`src/design/hwg_pkg.sv`:
```
package hwg_pkg;

   localparam int unsigned NUM_SLOTS   = 6;
   localparam int unsigned SLOT_W      = 3;
   localparam int unsigned ANGLE_W     = 10;
   localparam int unsigned CMD_ANGLE_W = 8;

   localparam logic signed [ANGLE_W-1:0] NEUTRAL_ANGLE = 10'sd90;
   localparam logic [CMD_ANGLE_W-1:0]    MAX_ANGLE     = 8'd180;

   // command slot within one wave-gait group
   localparam logic [3:0] SUB_LAST     = 4'd9;
   localparam logic [2:0] FINAL_GROUP  = 3'd6;

   // csr register indexes
   localparam logic [1:0] CSR_STRIDE_FRONT  = 2'd0;
   localparam logic [1:0] CSR_STRIDE_MIDDLE = 2'd1;
   localparam logic [1:0] CSR_LIFT_ANGLE    = 2'd2;
   localparam logic [1:0] CSR_PAUSE_TICKS   = 2'd3;

   localparam logic KIND_SET   = 1'b0;
   localparam logic KIND_WAIT  = 1'b1;
   localparam logic JOINT_HIP  = 1'b0;
   localparam logic JOINT_KNEE = 1'b1;

   // operand selection for the shared add/saturate unit
   typedef enum logic [2:0] {
      OP_NEUTRAL = 3'd0,
      OP_LIFT    = 3'd1,
      OP_SWING   = 3'd2,
      OP_PUSH    = 3'd3,
      OP_WAIT    = 3'd4
   } hwg_op_type;

   typedef struct packed {
      logic              busy;
      hwg_op_type        op;
      logic [SLOT_W-1:0] slot;
      logic              joint;
      logic              last;
   } hwg_ctl_type;

   // floor(2*stride/5): multiply by 205/1024, exact for inputs below 256
   function automatic logic [5:0] push_of(input logic [6:0] stride);
      logic [15:0] prod;
      prod = {8'd0, stride, 1'b0} * 16'd205;
      return prod[15:10];
   endfunction

endpackage

```
`src/design/hwg_alu.sv`:
```
module hwg_alu (
   input  logic signed [hwg_pkg::ANGLE_W-1:0]     op_a,
   input  logic signed [hwg_pkg::ANGLE_W-1:0]     op_b,
   output logic signed [hwg_pkg::ANGLE_W-1:0]     sum_out,
   output logic        [hwg_pkg::CMD_ANGLE_W-1:0] sat_out
);

   logic signed [hwg_pkg::ANGLE_W:0] sum_full;

   assign sum_full = {op_a[hwg_pkg::ANGLE_W-1], op_a} + {op_b[hwg_pkg::ANGLE_W-1], op_b};
   assign sum_out  = sum_full[hwg_pkg::ANGLE_W-1:0];

   // clamp to the servo range
   always_comb begin
      if (sum_out < 0) begin
         sat_out = '0;
      end else if (sum_out > $signed({2'b00, hwg_pkg::MAX_ANGLE})) begin
         sat_out = hwg_pkg::MAX_ANGLE;
      end else begin
         sat_out = sum_out[hwg_pkg::CMD_ANGLE_W-1:0];
      end
   end

endmodule

```
`src/design/hwg_seq.sv`:
```
module hwg_seq (
   input  logic                 clock,
   input  logic                 reset,
   input  logic                 start,
   input  logic                 advance,
   output hwg_pkg::hwg_ctl_type ctl
);

   logic       busy_ff, busy_in;
   logic [2:0] grp_ff, grp_in;
   logic [3:0] sub_ff, sub_in;
   logic       final_grp;
   logic [3:0] offset;
   logic [3:0] slot_sum;

   assign final_grp = (grp_ff == hwg_pkg::FINAL_GROUP);

   // slot: group leg for the knee drop, next leg up to the swing, then walk on
   always_comb begin
      if (sub_ff == 4'd0) begin
         offset = 4'd0;
      end else if (sub_ff inside {[4'd4:4'd9]}) begin
         offset = sub_ff - 4'd2;
      end else begin
         offset = 4'd1;
      end
      slot_sum = {1'b0, grp_ff} + offset;
      if (slot_sum >= 4'd6) begin
         slot_sum = slot_sum - 4'd6;
      end
   end

   always_comb begin
      ctl.busy  = busy_ff;
      ctl.slot  = slot_sum[2:0];
      ctl.last  = final_grp && (sub_ff == 4'd1);
      ctl.joint = hwg_pkg::JOINT_HIP;
      case (sub_ff)
         4'd0: begin
            ctl.op    = hwg_pkg::OP_NEUTRAL;
            ctl.joint = hwg_pkg::JOINT_KNEE;
         end
         4'd1: begin
            ctl.op    = final_grp ? hwg_pkg::OP_WAIT : hwg_pkg::OP_LIFT;
            ctl.joint = final_grp ? hwg_pkg::JOINT_HIP : hwg_pkg::JOINT_KNEE;
         end
         4'd2:                   ctl.op = hwg_pkg::OP_WAIT;
         4'd3:                   ctl.op = hwg_pkg::OP_SWING;
         4'd4, 4'd5, 4'd6, 4'd7,
         4'd8:                   ctl.op = hwg_pkg::OP_PUSH;
         default:                ctl.op = hwg_pkg::OP_WAIT;
      endcase
   end

   always_comb begin
      busy_in = busy_ff;
      grp_in  = grp_ff;
      sub_in  = sub_ff;
      if (start) begin
         busy_in = 1'b1;
         grp_in  = '0;
         sub_in  = '0;
      end else if (busy_ff && advance) begin
         if (ctl.last) begin
            busy_in = 1'b0;
         end else if (sub_ff == hwg_pkg::SUB_LAST) begin
            sub_in = '0;
            grp_in = grp_ff + 3'd1;
         end else begin
            sub_in = sub_ff + 4'd1;
         end
      end
   end

   always_ff @(posedge clock) begin
      if (reset) begin
         busy_ff <= 1'b0;
         grp_ff  <= '0;
         sub_ff  <= '0;
      end else begin
         busy_ff <= busy_in;
         grp_ff  <= grp_in;
         sub_ff  <= sub_in;
      end
   end

   a_sub_range: assert property (@(posedge clock) disable iff (reset)
      busy_ff |-> (sub_ff <= hwg_pkg::SUB_LAST && grp_ff <= hwg_pkg::FINAL_GROUP))
      else $error("sequencer step out of range");

   a_final_short: assert property (@(posedge clock) disable iff (reset)
      (busy_ff && final_grp) |-> (sub_ff <= 4'd1))
      else $error("final group runs past its wait");

endmodule

```
`src/design/hexapod_wave_gait_sequencer_unit.sv`:
```
// channel | direction | handshake         | payload
// req     | in        | req_valid/stall   | direction, restart
// rsp     | out       | rsp_valid/stall   | cmd_kind, leg, joint, servo_angle, wait_ticks, last
// csr     | in        | csr_we            | csr_index, csr_wdata
//
// One request yields 62 commands, one per cycle through a shared add/saturate
// unit while the result side does not stall.
// req_stall stays high from acceptance until the last command enters the
// output register. A rsp_stall while rsp_valid is high holds the output register and the sequencer.
// Synchronous reset restores register defaults and all hip angles to 90.
module hexapod_wave_gait_sequencer_unit (
   input  logic        clock,
   input  logic        reset,
   input  logic        req_valid,
   output logic        req_stall,
   input  logic [2:0]  req_direction,
   input  logic        req_restart,
   output logic        rsp_valid,
   input  logic        rsp_stall,
   output logic        rsp_cmd_kind,
   output logic [2:0]  rsp_leg,
   output logic        rsp_joint,
   output logic [7:0]  rsp_servo_angle,
   output logic [15:0] rsp_wait_ticks,
   output logic        rsp_last,
   input  logic        csr_we,
   input  logic [1:0]  csr_index,
   input  logic [15:0] csr_wdata
);

   hwg_pkg::hwg_ctl_type ctl;

   logic [6:0]  stride_front_ff;
   logic [6:0]  stride_middle_ff;
   logic [7:0]  lift_angle_ff;
   logic [15:0] pause_ticks_ff;

   logic [2:0]  order_ff [hwg_pkg::NUM_SLOTS];
   logic [2:0]  order_in [hwg_pkg::NUM_SLOTS];
   logic [5:0]  push_front_ff, push_middle_ff;
   logic signed [hwg_pkg::ANGLE_W-1:0] running_ff [hwg_pkg::NUM_SLOTS];

   logic        rsp_valid_ff;
   logic        kind_ff, joint_ff, last_ff;
   logic [2:0]  leg_ff;
   logic [7:0]  angle_ff;
   logic [15:0] ticks_ff;

   logic        start, load_ok, load;
   logic [3:0]  t2, t4;
   logic [2:0]  o2, o4;
   logic        is_middle, is_rear_side;
   logic [6:0]  dist_mag;
   logic [5:0]  push_mag;
   logic signed [hwg_pkg::ANGLE_W-1:0] op_a, op_b, alu_sum;
   logic [7:0]  alu_sat;
   logic        is_wait, writes_angle;

   assign start     = req_valid && !ctl.busy;
   assign load_ok   = !rsp_valid_ff || !rsp_stall;
   assign load      = ctl.busy && load_ok;
   assign req_stall = ctl.busy;

   hwg_seq u_seq (
      .clock   (clock),
      .reset   (reset),
      .start   (start),
      .advance (load_ok),
      .ctl     (ctl)
   );

   // leg order from direction, mod-6 by compare and subtract
   always_comb begin
      t2 = {1'b0, req_direction} + 4'd1;
      if (t2 >= 4'd6) t2 = t2 - 4'd6;
      o2 = t2[2:0] + 3'd1;
      t4 = {1'b0, o2} + 4'd1;
      if (t4 >= 4'd6) t4 = t4 - 4'd6;
      o4 = t4[2:0] + 3'd1;
      order_in[0] = req_direction;
      order_in[1] = 3'd7 - o4;
      order_in[2] = o2;
      order_in[3] = 3'd7 - o2;
      order_in[4] = o4;
      order_in[5] = 3'd7 - req_direction;
   end

   always_ff @(posedge clock) begin
      if (start) begin
         order_ff       <= order_in;
         push_front_ff  <= hwg_pkg::push_of(stride_front_ff);
         push_middle_ff <= hwg_pkg::push_of(stride_middle_ff);
      end
   end

   always_ff @(posedge clock) begin
      if (reset) begin
         stride_front_ff  <= 7'd70;
         stride_middle_ff <= 7'd50;
         lift_angle_ff    <= 8'd40;
         pause_ticks_ff   <= 16'd100;
      end else if (csr_we) begin
         case (csr_index)
            hwg_pkg::CSR_STRIDE_FRONT:  stride_front_ff  <= csr_wdata[6:0];
            hwg_pkg::CSR_STRIDE_MIDDLE: stride_middle_ff <= csr_wdata[6:0];
            hwg_pkg::CSR_LIFT_ANGLE:    lift_angle_ff    <= csr_wdata[7:0];
            hwg_pkg::CSR_PAUSE_TICKS:   pause_ticks_ff   <= csr_wdata;
            default: ;
         endcase
      end
   end

   // front-side slots swing back, rear-side slots swing forward
   assign is_middle    = (ctl.slot == 3'd1) || (ctl.slot == 3'd4);
   assign is_rear_side = (ctl.slot <= 3'd2);
   assign dist_mag     = is_middle ? stride_middle_ff : stride_front_ff;
   assign push_mag     = is_middle ? push_middle_ff : push_front_ff;

   always_comb begin
      op_a = '0;
      op_b = '0;
      case (ctl.op)
         hwg_pkg::OP_NEUTRAL: op_a = hwg_pkg::NEUTRAL_ANGLE;
         hwg_pkg::OP_LIFT:    op_a = $signed({2'b00, lift_angle_ff});
         hwg_pkg::OP_SWING: begin
            op_a = hwg_pkg::NEUTRAL_ANGLE;
            op_b = is_rear_side ? -$signed({3'b000, dist_mag})
                                :  $signed({3'b000, dist_mag});
         end
         hwg_pkg::OP_PUSH: begin
            op_a = running_ff[ctl.slot];
            op_b = is_rear_side ?  $signed({4'b0000, push_mag})
                                : -$signed({4'b0000, push_mag});
         end
         default: ;
      endcase
   end

   hwg_alu u_alu (
      .op_a    (op_a),
      .op_b    (op_b),
      .sum_out (alu_sum),
      .sat_out (alu_sat)
   );

   assign is_wait      = (ctl.op == hwg_pkg::OP_WAIT);
   assign writes_angle = (ctl.op == hwg_pkg::OP_SWING) || (ctl.op == hwg_pkg::OP_PUSH);

   always_ff @(posedge clock) begin
      if (reset) begin
         for (int k = 0; k < hwg_pkg::NUM_SLOTS; k++) begin
            running_ff[k] <= hwg_pkg::NEUTRAL_ANGLE;
         end
      end else if (start && req_restart) begin
         for (int k = 0; k < hwg_pkg::NUM_SLOTS; k++) begin
            running_ff[k] <= hwg_pkg::NEUTRAL_ANGLE;
         end
      end else if (load && writes_angle) begin
         running_ff[ctl.slot] <= alu_sum;
      end
   end

   always_ff @(posedge clock) begin
      if (reset) begin
         rsp_valid_ff <= 1'b0;
      end else if (load_ok) begin
         rsp_valid_ff <= ctl.busy;
      end
   end

   always_ff @(posedge clock) begin
      if (load) begin
         kind_ff  <= is_wait ? hwg_pkg::KIND_WAIT : hwg_pkg::KIND_SET;
         leg_ff   <= is_wait ? 3'd0 : order_ff[ctl.slot];
         joint_ff <= is_wait ? hwg_pkg::JOINT_HIP : ctl.joint;
         angle_ff <= is_wait ? 8'd0 : alu_sat;
         ticks_ff <= is_wait ? pause_ticks_ff : 16'd0;
         last_ff  <= ctl.last;
      end
   end

   assign rsp_valid       = rsp_valid_ff;
   assign rsp_cmd_kind    = kind_ff;
   assign rsp_leg         = leg_ff;
   assign rsp_joint       = joint_ff;
   assign rsp_servo_angle = angle_ff;
   assign rsp_wait_ticks  = ticks_ff;
   assign rsp_last        = last_ff;

   a_last_is_wait: assert property (@(posedge clock) disable iff (reset)
      (rsp_valid && rsp_last) |-> (rsp_cmd_kind == hwg_pkg::KIND_WAIT))
      else $error("final command is not a wait");

   a_angle_range: assert property (@(posedge clock) disable iff (reset)
      (rsp_valid && rsp_cmd_kind == hwg_pkg::KIND_SET) |-> (rsp_servo_angle <= hwg_pkg::MAX_ANGLE))
      else $error("servo angle beyond range");

   a_busy_after_accept: assert property (@(posedge clock) disable iff (reset)
      (req_valid && !req_stall) |=> req_stall)
      else $error("sequencer not busy after request");

endmodule
```
`config.mk`:
```
export PLATFORM = sky130hd
export DESIGN_NAME = hexapod_wave_gait_sequencer_unit
export DESIGN_NICKNAME = d
export VERILOG_FILES = /design/src/design/hwg_pkg.sv /design/src/design/hwg_alu.sv /design/src/design/hwg_seq.sv /design/src/design/hexapod_wave_gait_sequencer_unit.sv
export SDC_FILE = /design/constraint.sdc
export NUM_CORES = 1
export LEC_CHECK = 0
export ABC_AREA = 0
export BUFFER_PORTS_ARGS = -buffer_cell sky130_fd_sc_hd__buf_2
export CAP_MARGIN = 10
export CORE_ASPECT_RATIO = 0.5
export CORE_MARGIN = 2
export CORE_UTILIZATION = 30
export DETAILED_ROUTE_END_ITERATION = 16
export GPL_ROUTABILITY_DRIVEN = 0
export SLEW_MARGIN = 20
export SYNTH_ARGS = -nofsm -noshare
export SYNTH_HDL_FRONTEND = slang
export SYNTH_HIERARCHICAL = 1
export SYNTH_SLANG_ARGS = --single-unit
```
`constraint.sdc`:
```
create_clock -name clock -period 7 [get_ports clock]
set_input_delay 1.05 -clock clock [delete_from_list [all_inputs] [get_ports clock]]
set_output_delay 1.05 -clock clock [all_outputs]
set_load 0.01 [all_outputs]
```
==> run_summary.xml, run 1 <==
<?xml version="1.0" encoding="UTF-8"?>
<metrics>
  <group name="synth">
    <metric name="syn_area_per_cell" unit="sq um">10.8</metric>
    <metric name="async_reset_ff_frac" unit="">0</metric>
    <metric name="synth_edf_count" unit="">136</metric>
    <metric name="netlist-cell-type-count" unit="">96</metric>
    <metric name="postSynthRegisterBits" unit="">183</metric>
    <metric name="ys.warnings.count" unit="">6</metric>
    <metric name="synth_top_flop_cell" unit="">edfxtp_1</metric>
    <metric name="synthesis.instances" unit="">1051</metric>
    <metric name="synth.cell_area" unit="sq um">11300</metric>
    <metric name="mappedNetlistNets" unit="">1187</metric>
    <metric name="synth_seq_area_share" unit="">0.443</metric>
  </group>
  <group name="route">
    <metric name="final_routed_wirelength_across_all_metal_layers" unit="mm">27.2</metric>
    <metric name="drt-wirelength-per-cell" unit="um">16.8</metric>
    <metric name="initialDrtViolationCount" unit="">617</metric>
    <metric name="vias" unit="">8104</metric>
    <metric name="dr.pass1.iters" unit="">5</metric>
    <metric name="drt-vias-per-instance" unit="">5.01</metric>
    <metric name="drc_errors" unit="">0</metric>
    <metric name="postRouteAntennaNets" unit="">0</metric>
  </group>
  <group name="global_route">
    <metric name="via_count_of_the_first_global_routing_pass" unit="">8217</metric>
    <metric name="grt_antenna_before_repair" unit="">0</metric>
    <metric name="grt_remaining_overflow" unit="">0</metric>
    <metric name="grt_first_pass_wirelength" unit="mm">44.2</metric>
    <metric name="gr-max-usage-layer" unit="">met2</metric>
    <metric name="grt_use_met2" unit="">0.249</metric>
    <metric name="pin_count_of_the_biggest_net_entering_global_routing" unit="">43</metric>
    <metric name="grt_util_met3" unit="">0.0321</metric>
    <metric name="grtUsageTotal" unit="">0.142</metric>
    <metric name="grt_use_met1" unit="">0.176</metric>
  </group>
  <group name="clock_network">
    <metric name="clockBufferDepth" unit="">2</metric>
    <metric name="clk_pin_slew" unit="ps">80</metric>
    <metric name="clock_latency" unit="ps">440</metric>
    <metric name="tritoncts" unit="">yes</metric>
    <metric name="htreeDepth" unit="">4</metric>
    <metric name="root_buffer" unit="">clkbuf_16</metric>
    <metric name="number_of_gates_resized_after_cts" unit="">0</metric>
    <metric name="tritoncts_num_sinks" unit="">183</metric>
    <metric name="cts-buffers-inserted" unit="">17</metric>
    <metric name="cts.hold.buffers_added" unit="">0</metric>
  </group>
  <group name="critical_path">
    <metric name="critPathCapture" unit="">rsp_servo_angle[0]</metric>
    <metric name="setup.worst_path.start" unit="">u_seq/sub_ff[2]</metric>
    <metric name="timing.critical_path.arrival" unit="ps">6730</metric>
    <metric name="reg2reg_to" unit="">rsp_servo_angle[0]</metric>
    <metric name="setup.worst_path.end_class" unit="">flip-flop</metric>
    <metric name="ff2ff_setup_slack" unit="ps">450</metric>
    <metric name="cp-start-kind" unit="">flip-flop</metric>
    <metric name="ff2ff_path_depth" unit="">22</metric>
    <metric name="path_class" unit="">flip-flop to flip-flop</metric>
    <metric name="critical_path.reg2reg.startpoint" unit="">u_seq/sub_ff[2]</metric>
    <metric name="worstPathRequired" unit="ps">7180</metric>
    <metric name="crit_path_max_fanout" unit="">12</metric>
  </group>
  <group name="final_layout">
    <metric name="summed_area_of_non_filler_cells_in_the_final_layout" unit="sq um">12800</metric>
    <metric name="antenna_cells" unit="">0</metric>
    <metric name="final_layout_size_suffix_gt1_frac" unit="">0.159</metric>
    <metric name="syn_to_final_growth" unit="%">13.0</metric>
    <metric name="layout.cells.most_common_list" unit="">edfxtp_1, nand2_1, ha_1</metric>
    <metric name="layout_commonest_cell" unit="">edfxtp_1</metric>
    <metric name="non_filler_instance_count_after_layout" unit="">1618</metric>
    <metric name="post-route-util" unit="">0.343</metric>
    <metric name="final.fill_count" unit="">3693</metric>
    <metric name="nets" unit="">1247</metric>
  </group>
  <group name="pwr">
    <metric name="swShare" unit="">0.282</metric>
    <metric name="finalPower" unit="mW">2.64</metric>
    <metric name="power_leakage" unit="nW">4.91</metric>
    <metric name="power.density" unit="nW/um^2">206</metric>
    <metric name="comb_power_share" unit="">0.168</metric>
    <metric name="net-switching-power" unit="mW">0.743</metric>
    <metric name="pwr-share-seq" unit="">0.479</metric>
    <metric name="power.share.clock" unit="">0.352</metric>
    <metric name="power.ir.vdd_worst" unit="mV">0.141</metric>
    <metric name="internal_power" unit="mW">1.89</metric>
  </group>
  <group name="sta">
    <metric name="worst_slack" unit="ps">454</metric>
    <metric name="grt_setup_unrepaired" unit="">false</metric>
    <metric name="period_minus_slack" unit="ps">6550</metric>
    <metric name="clock-skew-final" unit="ps">15.3</metric>
    <metric name="fmax" unit="GHz">0.153</metric>
    <metric name="layout_worst_path_cycle_share" unit="">0.935</metric>
    <metric name="worst_pin_slew" unit="ps">971</metric>
    <metric name="finalHoldWorstSlack" unit="ps">452</metric>
    <metric name="timing.final.max_slew_violations" unit="">0</metric>
    <metric name="slew_headroom" unit="">0.346</metric>
    <metric name="setup_viol" unit="">0</metric>
    <metric name="totalNegativeSetupSlack" unit="ps">0</metric>
    <metric name="report.final.hold_viol_count" unit="">0</metric>
  </group>
  <group name="floorplan">
    <metric name="io-pin-count" unit="">59</metric>
    <metric name="start_util" unit="">0.304</metric>
    <metric name="floorplan.die_area" unit="sq um">39400</metric>
    <metric name="rows" unit="">50</metric>
    <metric name="core_area" unit="sq um">37300</metric>
    <metric name="die_w" unit="um">279</metric>
    <metric name="die_y" unit="um">141</metric>
  </group>
  <group name="status">
    <metric name="outcome" unit="">complete, no violations</metric>
  </group>
  <group name="placed_design">
    <metric name="post-place-cells" unit="">1583</metric>
    <metric name="placed_area" unit="sq um">12200</metric>
    <metric name="place_ws" unit="ps">523</metric>
    <metric name="place_hpwl" unit="mm">20.1</metric>
    <metric name="placement.io_buffers" unit="">58</metric>
  </group>
  <group name="worst_hold_path">
    <metric name="timing.hold.worst.start" unit="">pause_ticks_ff[15]</metric>
    <metric name="type_of_the_tightest_min_delay_check" unit="">flip-flop to flip-flop</metric>
  </group>
  <group name="run">
    <metric name="drv_cap" unit="">0</metric>
  </group>
</metrics>
registers in the layout, indices dropped and copies added (netlist names):
register and count:
pause_ticks_ff 16, running_ff 80, push_middle_ff 6, rsp_leg 3
rsp_wait_ticks 16, rsp_joint 1, stride_middle_ff 7, rsp_valid 1
lift_angle_ff 8, rsp_last 1, rsp_cmd_kind 1, order_ff 14
u_seq/sub_ff 4, push_front_ff 6, rsp_servo_angle 8, u_seq/grp_ff 3
u_seq/busy_ff 1, stride_front_ff 7
layer usage:
layer | wire [um] | vias to the layer above
met1 | 12100 | 3986
met5 | 0 | -
met4 | 436 | 0
met2 | 13500 | 179
met3 | 1130 | 32
li1 | - | 3907
synth_stat cells, types with 4 or more instances:
library cell | n | share of area
edfxtp_1 | 136 | 0.36
ha_1 | 91 | 0.10
nand2_1 | 91 | 0.030
nor2_1 | 79 | 0.026
a21oi_1 | 65 | 0.029
inv_1 | 64 | 0.021
and2_1 | 59 | 0.033
dfxtp_1 | 47 | 0.083
mux2i_1 | 31 | 0.027
clkbuf_1 | 22 | 0.0073
or3_1 | 20 | 0.011
nand2b_1 | 19 | 0.010
xnor2_1 | 19 | 0.015
fa_1 | 18 | 0.032
nor2b_1 | 18 | 0.0099
xor2_1 | 17 | 0.013
o21ai_1 | 16 | 0.0071
nand3_1 | 15 | 0.0066
nor3_1 | 15 | 0.0066
o21ai_0 | 14 | 0.0062
buf_2 | 10 | 0.0044
a211o_1 | 9 | 0.0070
mux4_2 | 9 | 0.018
nand3b_1 | 9 | 0.0060
a211oi_1 | 7 | 0.0046
buf_6 | 7 | 0.0070
o21a_1 | 7 | 0.0046
a21o_1 | 6 | 0.0040
a31oi_1 | 6 | 0.0033
o31ai_1 | 6 | 0.0040
o22ai_1 | 5 | 0.0028
a221oi_1 | 4 | 0.0031
and3_1 | 4 | 0.0022
and4_1 | 4 | 0.0031
buf_4 | 4 | 0.0026
nand4_1 | 4 | 0.0022
o211ai_1 | 4 | 0.0026
cell type report:
cell class | instances | area, sq um | area share
multi-input combinational | 760 | 5860 | 0.458
sequential | 183 | 5020 | 0.392
tap | 494 | 618 | 0.0483
timing repair buffer | 84 | 485 | 0.0379
clock buffer | 18 | 439 | 0.0343
inverter | 65 | 244 | 0.0191
clock inverter | 14 | 136 | 0.0106
worst min-delay path by stage:
| stage | cells past startpoint | endpoint |
|---|---|---|
| 2_1_floorplan | 2 | pause_ticks_ff[0] |
| 3_3_place_gp | 2 | pause_ticks_ff[9] |
| 3_5_place_dp | 2 | pause_ticks_ff[15] |
| 4_1_cts | 2 | pause_ticks_ff[10] |
| 5_1_grt | 2 | pause_ticks_ff[0] |
| 6_report | 2 | pause_ticks_ff[15] |
critical path: stages, from the launching register on:
cell and delay [ps]:
dfxtp_1 480, or2b_1 330, a21oi_1 260, ha_1 280, a21o_1 170, a21oi_1 250
xor2_2 160, o21bai_2 540, xnor2_2 210, nor2_4 350, mux2i_1 320, ha_1 300
a21oi_1 110, xor2_1 170, nor2_1 70, o32ai_1 330, ha_1 370, a21oi_1 250
o21ai_1 130, xor2_1 590, a32o_2 360, a2111oi_2 80, nor2b_1 150
kinds of logic (layout without fill, tap and decap cells):
family | count (synthesis) | in the layout | share of synthesized area
compound gates | 196 | 196 | 0.123
xor+xnor | 38 | 38 | 0.0307
fa+ha+maj | 109 | 109 | 0.132
buf+inv | 108 | 181 | 0.0428
flops | 183 | 183 | 0.443
mux | 48 | 48 | 0.0567
simple gates | 369 | 369 | 0.171
timing repair:
item,4_1_cts,5_1_grt
setup endpoints to repair,0,3
setup buffers,0,3
hold endpoints to repair,0,0
power groups by stage:
stage | sequential, mW | combinational [mW] | clock, mW
2_1_floorplan | 1.28 | 0.323 | 0
6_report | 1.26 | 0.444 | 0.929
3_3_place_gp | 1.29 | 0.429 | 0
4_1_cts | 1.26 | 0.449 | 0.952
5_1_grt | 1.27 | 0.505 | 0.998
3_5_place_dp | 1.29 | 0.446 | 0
Power figures use the tool's default switching activity.
==> run 2, diff against run 1 <==
--- a/config.mk
+++ b/config.mk
@@ -10,7 +10,7 @@
 export CAP_MARGIN = 10
 export CORE_ASPECT_RATIO = 0.5
 export CORE_MARGIN = 2
-export CORE_UTILIZATION = 30
+export CORE_UTILIZATION = 45
 export DETAILED_ROUTE_END_ITERATION = 16
 export GPL_ROUTABILITY_DRIVEN = 0
 export SLEW_MARGIN = 20
==> run_summary.xml, run 2 (synthesis results as in run 1) <==
<?xml version="1.0" encoding="UTF-8"?>
<metrics>
  <group name="sta">
    <metric name="worst_slack" unit="ps">478</metric>
    <metric name="report.final.hold_viol_count" unit="">0</metric>
    <metric name="totalNegativeSetupSlack" unit="ps">0</metric>
    <metric name="fmax" unit="GHz">0.153</metric>
    <metric name="worst_pin_slew" unit="ps">917</metric>
    <metric name="layout_worst_path_cycle_share" unit="">0.932</metric>
    <metric name="period_minus_slack" unit="ps">6520</metric>
    <metric name="slew_headroom" unit="">0.384</metric>
    <metric name="setup_viol" unit="">0</metric>
    <metric name="grt_setup_unrepaired" unit="">false</metric>
    <metric name="clock-skew-final" unit="ps">11.3</metric>
    <metric name="timing.final.max_slew_violations" unit="">0</metric>
  </group>
  <group name="global_route">
    <metric name="grt_first_pass_wirelength" unit="mm">42.9</metric>
    <metric name="grt_antenna_before_repair" unit="">0</metric>
    <metric name="grtUsageTotal" unit="">0.210</metric>
    <metric name="pin_count_of_the_biggest_net_entering_global_routing" unit="">43</metric>
    <metric name="via_count_of_the_first_global_routing_pass" unit="">7829</metric>
    <metric name="grt_remaining_overflow" unit="">0</metric>
  </group>
  <group name="clock_network">
    <metric name="tritoncts_num_sinks" unit="">183</metric>
    <metric name="clock_latency" unit="ps">450</metric>
    <metric name="clk_pin_slew" unit="ps">70</metric>
    <metric name="tritoncts" unit="">yes</metric>
    <metric name="number_of_gates_resized_after_cts" unit="">0</metric>
    <metric name="clockBufferDepth" unit="">2</metric>
    <metric name="cts.hold.buffers_added" unit="">0</metric>
    <metric name="cts_post_setup_buffers_inserted" unit="">0</metric>
    <metric name="root_buffer" unit="">clkbuf_16</metric>
    <metric name="cts-buffers-inserted" unit="">17</metric>
    <metric name="htreeDepth" unit="">4</metric>
  </group>
  <group name="critical_path">
    <metric name="timing.critical_path.arrival" unit="ps">6720</metric>
    <metric name="path_common_cell" unit="">a21oi_1</metric>
    <metric name="timing.critical_path.max_delay_family" unit="">compound AO/OA/AOI/OAI gates</metric>
    <metric name="path_class" unit="">flip-flop to flip-flop</metric>
    <metric name="crit_path_max_fanout" unit="">13</metric>
    <metric name="worstPathRequired" unit="ps">7190</metric>
    <metric name="reg2reg_to" unit="">rsp_servo_angle[0]</metric>
    <metric name="critical_path.reg2reg.startpoint" unit="">u_seq/sub_ff[2]</metric>
    <metric name="critical_path_depth" unit="">21</metric>
    <metric name="ff2ff_setup_slack" unit="ps">480</metric>
    <metric name="setup.worst_path.start" unit="">u_seq/sub_ff[2]</metric>
    <metric name="ff2ff_path_depth" unit="">21</metric>
    <metric name="critPathMaxStageDelay" unit="ps">680</metric>
    <metric name="setup.worst_path.end_class" unit="">flip-flop</metric>
    <metric name="critPathCapture" unit="">rsp_servo_angle[0]</metric>
    <metric name="path_buf_inv" unit="">2</metric>
    <metric name="cp_cell_sequence" unit="">or2b_1 -&gt; a21oi_1 -&gt; ha_1 -&gt; a21o_1 -&gt; a21oi_1 -&gt; xor2_2 -&gt; mux2i_4 -&gt; buf_4 -&gt; nor2b_4 -&gt; a221oi_1 -&gt; a21oi_1 -&gt; a2111oi_0 -&gt; buf_4 -&gt; nor3_1 -&gt; ha_1 -&gt; nor2_2 -&gt; a21oi_1 -&gt; xor2_1 -&gt; a32o_2 -&gt; a2111oi_2 -&gt; nor2b_1</metric>
    <metric name="worst_path_max_delay_cell" unit="">xor2_1</metric>
    <metric name="cp-start-kind" unit="">flip-flop</metric>
  </group>
  <group name="route">
    <metric name="drt-wirelength-per-cell" unit="um">18.6</metric>
    <metric name="postRouteAntennaNets" unit="">0</metric>
    <metric name="drc_errors" unit="">0</metric>
    <metric name="vias" unit="">8100</metric>
    <metric name="drt-vias-per-instance" unit="">5.55</metric>
    <metric name="initialDrtViolationCount" unit="">600</metric>
    <metric name="final_routed_wirelength_across_all_metal_layers" unit="mm">27.1</metric>
    <metric name="dr.pass1.iters" unit="">7</metric>
  </group>
  <group name="worst_hold_path">
    <metric name="type_of_the_tightest_min_delay_check" unit="">flip-flop to flip-flop</metric>
  </group>
  <group name="placed_design">
    <metric name="place_ws" unit="ps">635</metric>
    <metric name="place_hpwl" unit="mm">20.0</metric>
    <metric name="placement.io_buffers" unit="">58</metric>
  </group>
  <group name="final_layout">
    <metric name="syn_to_final_growth" unit="%">11.0</metric>
    <metric name="final_layout_size_suffix_gt1_frac" unit="">0.153</metric>
    <metric name="layout.cells.most_common_list" unit="">edfxtp_1, nand2_1, ha_1</metric>
    <metric name="post-route-util" unit="">0.516</metric>
    <metric name="layout_commonest_cell" unit="">edfxtp_1</metric>
    <metric name="largest_register_ff_count" unit="">80</metric>
    <metric name="final.fill_count" unit="">2203</metric>
    <metric name="nets" unit="">1246</metric>
    <metric name="largest-register" unit="">running_ff</metric>
    <metric name="antenna_cells" unit="">0</metric>
  </group>
  <group name="pwr">
    <metric name="power.share.clock" unit="">0.352</metric>
    <metric name="pwr-share-seq" unit="">0.480</metric>
    <metric name="internal_power" unit="mW">1.91</metric>
    <metric name="comb_power_share" unit="">0.168</metric>
    <metric name="power_leakage" unit="nW">4.88</metric>
    <metric name="swShare" unit="">0.277</metric>
    <metric name="power.ir.vdd_worst" unit="mV">0.123</metric>
    <metric name="power.density" unit="nW/um^2">210</metric>
    <metric name="net-switching-power" unit="mW">0.730</metric>
  </group>
  <group name="floorplan">
    <metric name="die_w" unit="um">228</metric>
    <metric name="core_area" unit="sq um">24400</metric>
    <metric name="rows" unit="">40</metric>
    <metric name="die_y" unit="um">116</metric>
    <metric name="io-pin-count" unit="">59</metric>
    <metric name="floorplan.die_area" unit="sq um">26600</metric>
    <metric name="start_util" unit="">0.465</metric>
  </group>
  <group name="run">
    <metric name="drv_cap" unit="">0</metric>
  </group>
  <group name="status">
    <metric name="outcome" unit="">complete, no violations</metric>
  </group>
</metrics>
-- run 2: cell count changes in the layout (fill, tap and decap cells not counted), moves of 2 or more --
cell,previous run,this run
clkbuf_1,0,2
inv_4,2,0
clkinv_4,4,2
clkinv_8,2,0
clkinv_1,0,3
-- run 2: routing by layer --
metal,track usage,routed length (um)
met2,0.332,12300
met3,0.0403,1450
met5,0,0
met4,0.0558,289
met1,0.299,13000
-- run 2: how the worst min path moves through the flow --
| stage | start | endpoint | slack (ps) | cells after the start |
|---|---|---|---|---|
| 3_3_place_gp | pause_ticks_ff[1] | pause_ticks_ff[1] | 440 | 2 |
| 4_1_cts | pause_ticks_ff[0] | pause_ticks_ff[0] | 450 | 2 |
| 2_1_floorplan | pause_ticks_ff[0] | pause_ticks_ff[0] | 430 | 2 |
| 3_5_place_dp | pause_ticks_ff[0] | pause_ticks_ff[0] | 440 | 2 |
| 5_1_grt | pause_ticks_ff[1] | pause_ticks_ff[1] | 470 | 2 |
| 6_report | pause_ticks_ff[1] | pause_ticks_ff[1] | 450 | 2 |
-- run 2: metrics by stage --
| stage | instances | hold slack [ps] | total power [mW] | cell area, sq um |
|---|---|---|---|---|
| after floorplan | 1051 | 432 | 1.61 | 11300 |
| after global placement | 1427 | 438 | 1.72 | 12000 |
| after detailed placement | 1427 | 443 | 1.73 | 12000 |
| after CTS | 1459 | 452 | 2.66 | 12600 |
| after global routing | 1459 | 473 | 2.76 | 12600 |
| final | 1459 | 450 | 2.64 | 12600 |
-- run 2: layout make-up --
cell class	instances	area [sq um]	share of cell area
flip-flops and latches	183	5020	0.399
clock inverters	13	120	0.00955
clock buffers	19	433	0.0344
repair buffers	83	478	0.0380
well taps	336	420	0.0334
inverters	65	244	0.0194
multi-input cells	760	5860	0.466
-- run 2: power groups by stage --
stage	logic, mW	registers [mW]	clock network [mW]
global route	0.508	1.27	0.985
floorplan	0.323	1.28	0
detailed placement	0.444	1.29	0
global placement	0.431	1.29	0
CTS	0.447	1.27	0.943
finish	0.443	1.27	0.929
-- run 2: worst register-to-register path, cell delays in order (launching register included) --
cell       delay [ps]
dfxtp_1           480
or2b_1            330
a21oi_1           260
ha_1              290
a21o_1            180
a21oi_1           240
xor2_2            310
mux2i_4           500
buf_4             320
nor2b_4            80
a221oi_1          300
a21oi_1           120
a2111oi_0         560
buf_4             220
nor3_1             50
ha_1              450
nor2_2             90
a21oi_1           170
xor2_1            680
a32o_2            380
a2111oi_2          90
nor2b_1           170
==> run 3, diff against run 2 <==
==> constraint.sdc (replaced) <==
create_clock -name clock -period 6.8 [get_ports clock]
set_input_delay 1.02 -clock clock [delete_from_list [all_inputs] [get_ports clock]]
set_output_delay 1.02 -clock clock [all_outputs]
set_load 0.01 [all_outputs]
==> run_summary.xml, run 3 (synthesis results as in run 1) <==
<?xml version="1.0" encoding="UTF-8"?>
<metrics>
  <group name="global_route">
    <metric name="grtUsageTotal" unit="">0.214</metric>
    <metric name="via_count_of_the_first_global_routing_pass" unit="">8012</metric>
    <metric name="grt_remaining_overflow" unit="">0</metric>
    <metric name="grt_antenna_before_repair" unit="">0</metric>
    <metric name="grt_first_pass_wirelength" unit="mm">43.7</metric>
    <metric name="pin_count_of_the_biggest_net_entering_global_routing" unit="">43</metric>
  </group>
  <group name="sta">
    <metric name="fmax" unit="GHz">0.158</metric>
    <metric name="grt_setup_unrepaired" unit="">false</metric>
    <metric name="timing.final.max_slew_violations" unit="">0</metric>
    <metric name="report.final.hold_viol_count" unit="">0</metric>
    <metric name="slew_headroom" unit="">0.265</metric>
    <metric name="setup_viol" unit="">0</metric>
    <metric name="clock-skew-final" unit="ps">11.3</metric>
    <metric name="period_minus_slack" unit="ps">6320</metric>
    <metric name="layout_worst_path_cycle_share" unit="">0.930</metric>
    <metric name="totalNegativeSetupSlack" unit="ps">0</metric>
    <metric name="worst_pin_slew" unit="ps">1090</metric>
  </group>
  <group name="route">
    <metric name="initialDrtViolationCount" unit="">537</metric>
    <metric name="dr.pass1.iters" unit="">5</metric>
    <metric name="vias" unit="">8165</metric>
    <metric name="postRouteAntennaNets" unit="">0</metric>
    <metric name="drt-wirelength-per-cell" unit="um">18.8</metric>
    <metric name="drc_errors" unit="">0</metric>
    <metric name="final_routed_wirelength_across_all_metal_layers" unit="mm">27.6</metric>
    <metric name="drt-vias-per-instance" unit="">5.58</metric>
  </group>
  <group name="final_layout">
    <metric name="nets" unit="">1250</metric>
    <metric name="final_layout_size_suffix_gt1_frac" unit="">0.161</metric>
    <metric name="layout.cells.most_common_list" unit="">edfxtp_1, nand2_1, ha_1</metric>
    <metric name="final-seq-area" unit="sq um">5020</metric>
    <metric name="antenna_cells" unit="">0</metric>
    <metric name="layout_commonest_cell" unit="">edfxtp_1</metric>
    <metric name="largest-register" unit="">running_ff</metric>
    <metric name="non_filler_instance_count_after_layout" unit="">1463</metric>
    <metric name="syn_to_final_growth" unit="%">11.4</metric>
    <metric name="largest_register_ff_count" unit="">80</metric>
    <metric name="multi_input_comb_area" unit="sq um">5870</metric>
    <metric name="final.fill_count" unit="">2185</metric>
  </group>
  <group name="clock_network">
    <metric name="tritoncts_num_sinks" unit="">183</metric>
    <metric name="htreeDepth" unit="">4</metric>
    <metric name="clock_latency" unit="ps">450</metric>
    <metric name="root_buffer" unit="">clkbuf_16</metric>
    <metric name="cts_post_setup_buffers_inserted" unit="">0</metric>
    <metric name="clk_pin_slew" unit="ps">70</metric>
    <metric name="cts-buffers-inserted" unit="">17</metric>
    <metric name="tritoncts" unit="">yes</metric>
    <metric name="number_of_gates_resized_after_cts" unit="">0</metric>
    <metric name="clockBufferDepth" unit="">2</metric>
    <metric name="cts.hold.buffers_added" unit="">0</metric>
  </group>
  <group name="critical_path">
    <metric name="timing.critical_path.arrival" unit="ps">6510</metric>
    <metric name="crit_path_max_fanout" unit="">13</metric>
    <metric name="worst_path_max_delay_cell" unit="">dfxtp_1</metric>
    <metric name="timing.critical_path.max_delay_family" unit="">compound AO/OA/AOI/OAI gates</metric>
    <metric name="setup.worst_path.end_class" unit="">flip-flop</metric>
    <metric name="path_common_cell" unit="">a21oi_1</metric>
    <metric name="path_buf_inv" unit="">1</metric>
    <metric name="cp-start-kind" unit="">flip-flop</metric>
    <metric name="path_class" unit="">flip-flop to flip-flop</metric>
    <metric name="cp_cell_sequence" unit="">or2b_1 -&gt; a21oi_1 -&gt; ha_1 -&gt; a21o_1 -&gt; a21oi_1 -&gt; xor2_2 -&gt; o21bai_4 -&gt; xnor2_2 -&gt; nor2_4 -&gt; mux2i_1 -&gt; ha_1 -&gt; a21oi_1 -&gt; xor2_1 -&gt; mux2i_1 -&gt; o32ai_1 -&gt; ha_1 -&gt; a21oi_1 -&gt; o211ai_2 -&gt; and4_1 -&gt; or3_1 -&gt; inv_2 -&gt; nor2_1 -&gt; nor2b_1</metric>
    <metric name="critPathMaxStageDelay" unit="ps">490</metric>
    <metric name="worstPathRequired" unit="ps">6990</metric>
  </group>
  <group name="placed_design">
    <metric name="place_hpwl" unit="mm">20.3</metric>
    <metric name="placement.io_buffers" unit="">58</metric>
    <metric name="post-place-cells" unit="">1431</metric>
  </group>
  <group name="floorplan">
    <metric name="die_y" unit="um">116</metric>
    <metric name="core_area" unit="sq um">24400</metric>
    <metric name="io-pin-count" unit="">59</metric>
    <metric name="die_w" unit="um">228</metric>
    <metric name="floorplan.die_area" unit="sq um">26600</metric>
    <metric name="start_util" unit="">0.465</metric>
    <metric name="rows" unit="">40</metric>
  </group>
  <group name="pwr">
    <metric name="power.ir.vdd_worst" unit="mV">0.133</metric>
    <metric name="power_leakage" unit="nW">4.91</metric>
    <metric name="power.density" unit="nW/um^2">216</metric>
  </group>
  <group name="worst_hold_path">
    <metric name="type_of_the_tightest_min_delay_check" unit="">flip-flop to flip-flop</metric>
  </group>
  <group name="status">
    <metric name="outcome" unit="">complete, no violations</metric>
  </group>
  <group name="run">
    <metric name="drv_cap" unit="">0</metric>
  </group>
</metrics>
## run 3: area by class of cell
type / count / share of cell area
clock buffer: 17 / 0.0337
clock inverter: 15 / 0.0111
sequential: 183 / 0.398
multi-input combinational: 760 / 0.465
inverter: 65 / 0.0193
tap: 336 / 0.0333
timing repair buffer: 87 / 0.0402
## run 3: through the flow
step	utilization	power [mW]	instance area, sq um	setup slack [ps]	hold WS [ps]
4_1_cts	0.518	2.74	12600	500	454
3_5_place_dp	0.495	1.78	12100	541	445
6_report	0.518	2.72	12600	479	452
2_1_floorplan	-	1.65	11300	1310	432
3_3_place_gp	0.495	1.77	12100	730	437
5_1_grt	0.518	2.85	12600	48.0	479
## run 3: final timing paths
| kind | startpoint | to | slack (ps) | cells after the start |
|---|---|---|---|---|
| worst min-delay path | pause_ticks_ff[12] | pause_ticks_ff[12] | 450 | 2 |
| worst max register to register | u_seq/sub_ff[2] | rsp_servo_angle[7] | 480 | 23 |
| worst min register to register | pause_ticks_ff[12] | pause_ticks_ff[12] | 450 | 2 |
| worst max-delay path | u_seq/sub_ff[2] | rsp_servo_angle[7] | 480 | 23 |
## run 3: layer usage
| layer | share of wire | vias to the layer above | track usage |
|---|---|---|---|
| met2 | 0.46 | 212 | 0.346 |
| met5 | 0 | - | 0 |
| met4 | 0.017 | 0 | 0.0706 |
| met1 | 0.47 | 3995 | 0.296 |
| met3 | 0.050 | 42 | 0.0371 |
| li1 | - | 3916 | - |
## run 3: report_power, final
part           switching [mW]  internal (mW)
Sequential             0.0341           1.27
Clock                   0.482          0.483
Combinational           0.270          0.186
## run 3: worst register-to-register path: cells and delay by family (launching register included)
kind,cells,cell delay [ps]
xor gates and xnor gates,3,530
DFF,1,490
buffers and inverters,1,200
and+or+nand+nor,6,1550
AOI/OAI and AO/OA,8,1790
muxes,2,540
adders and majority gates,3,960
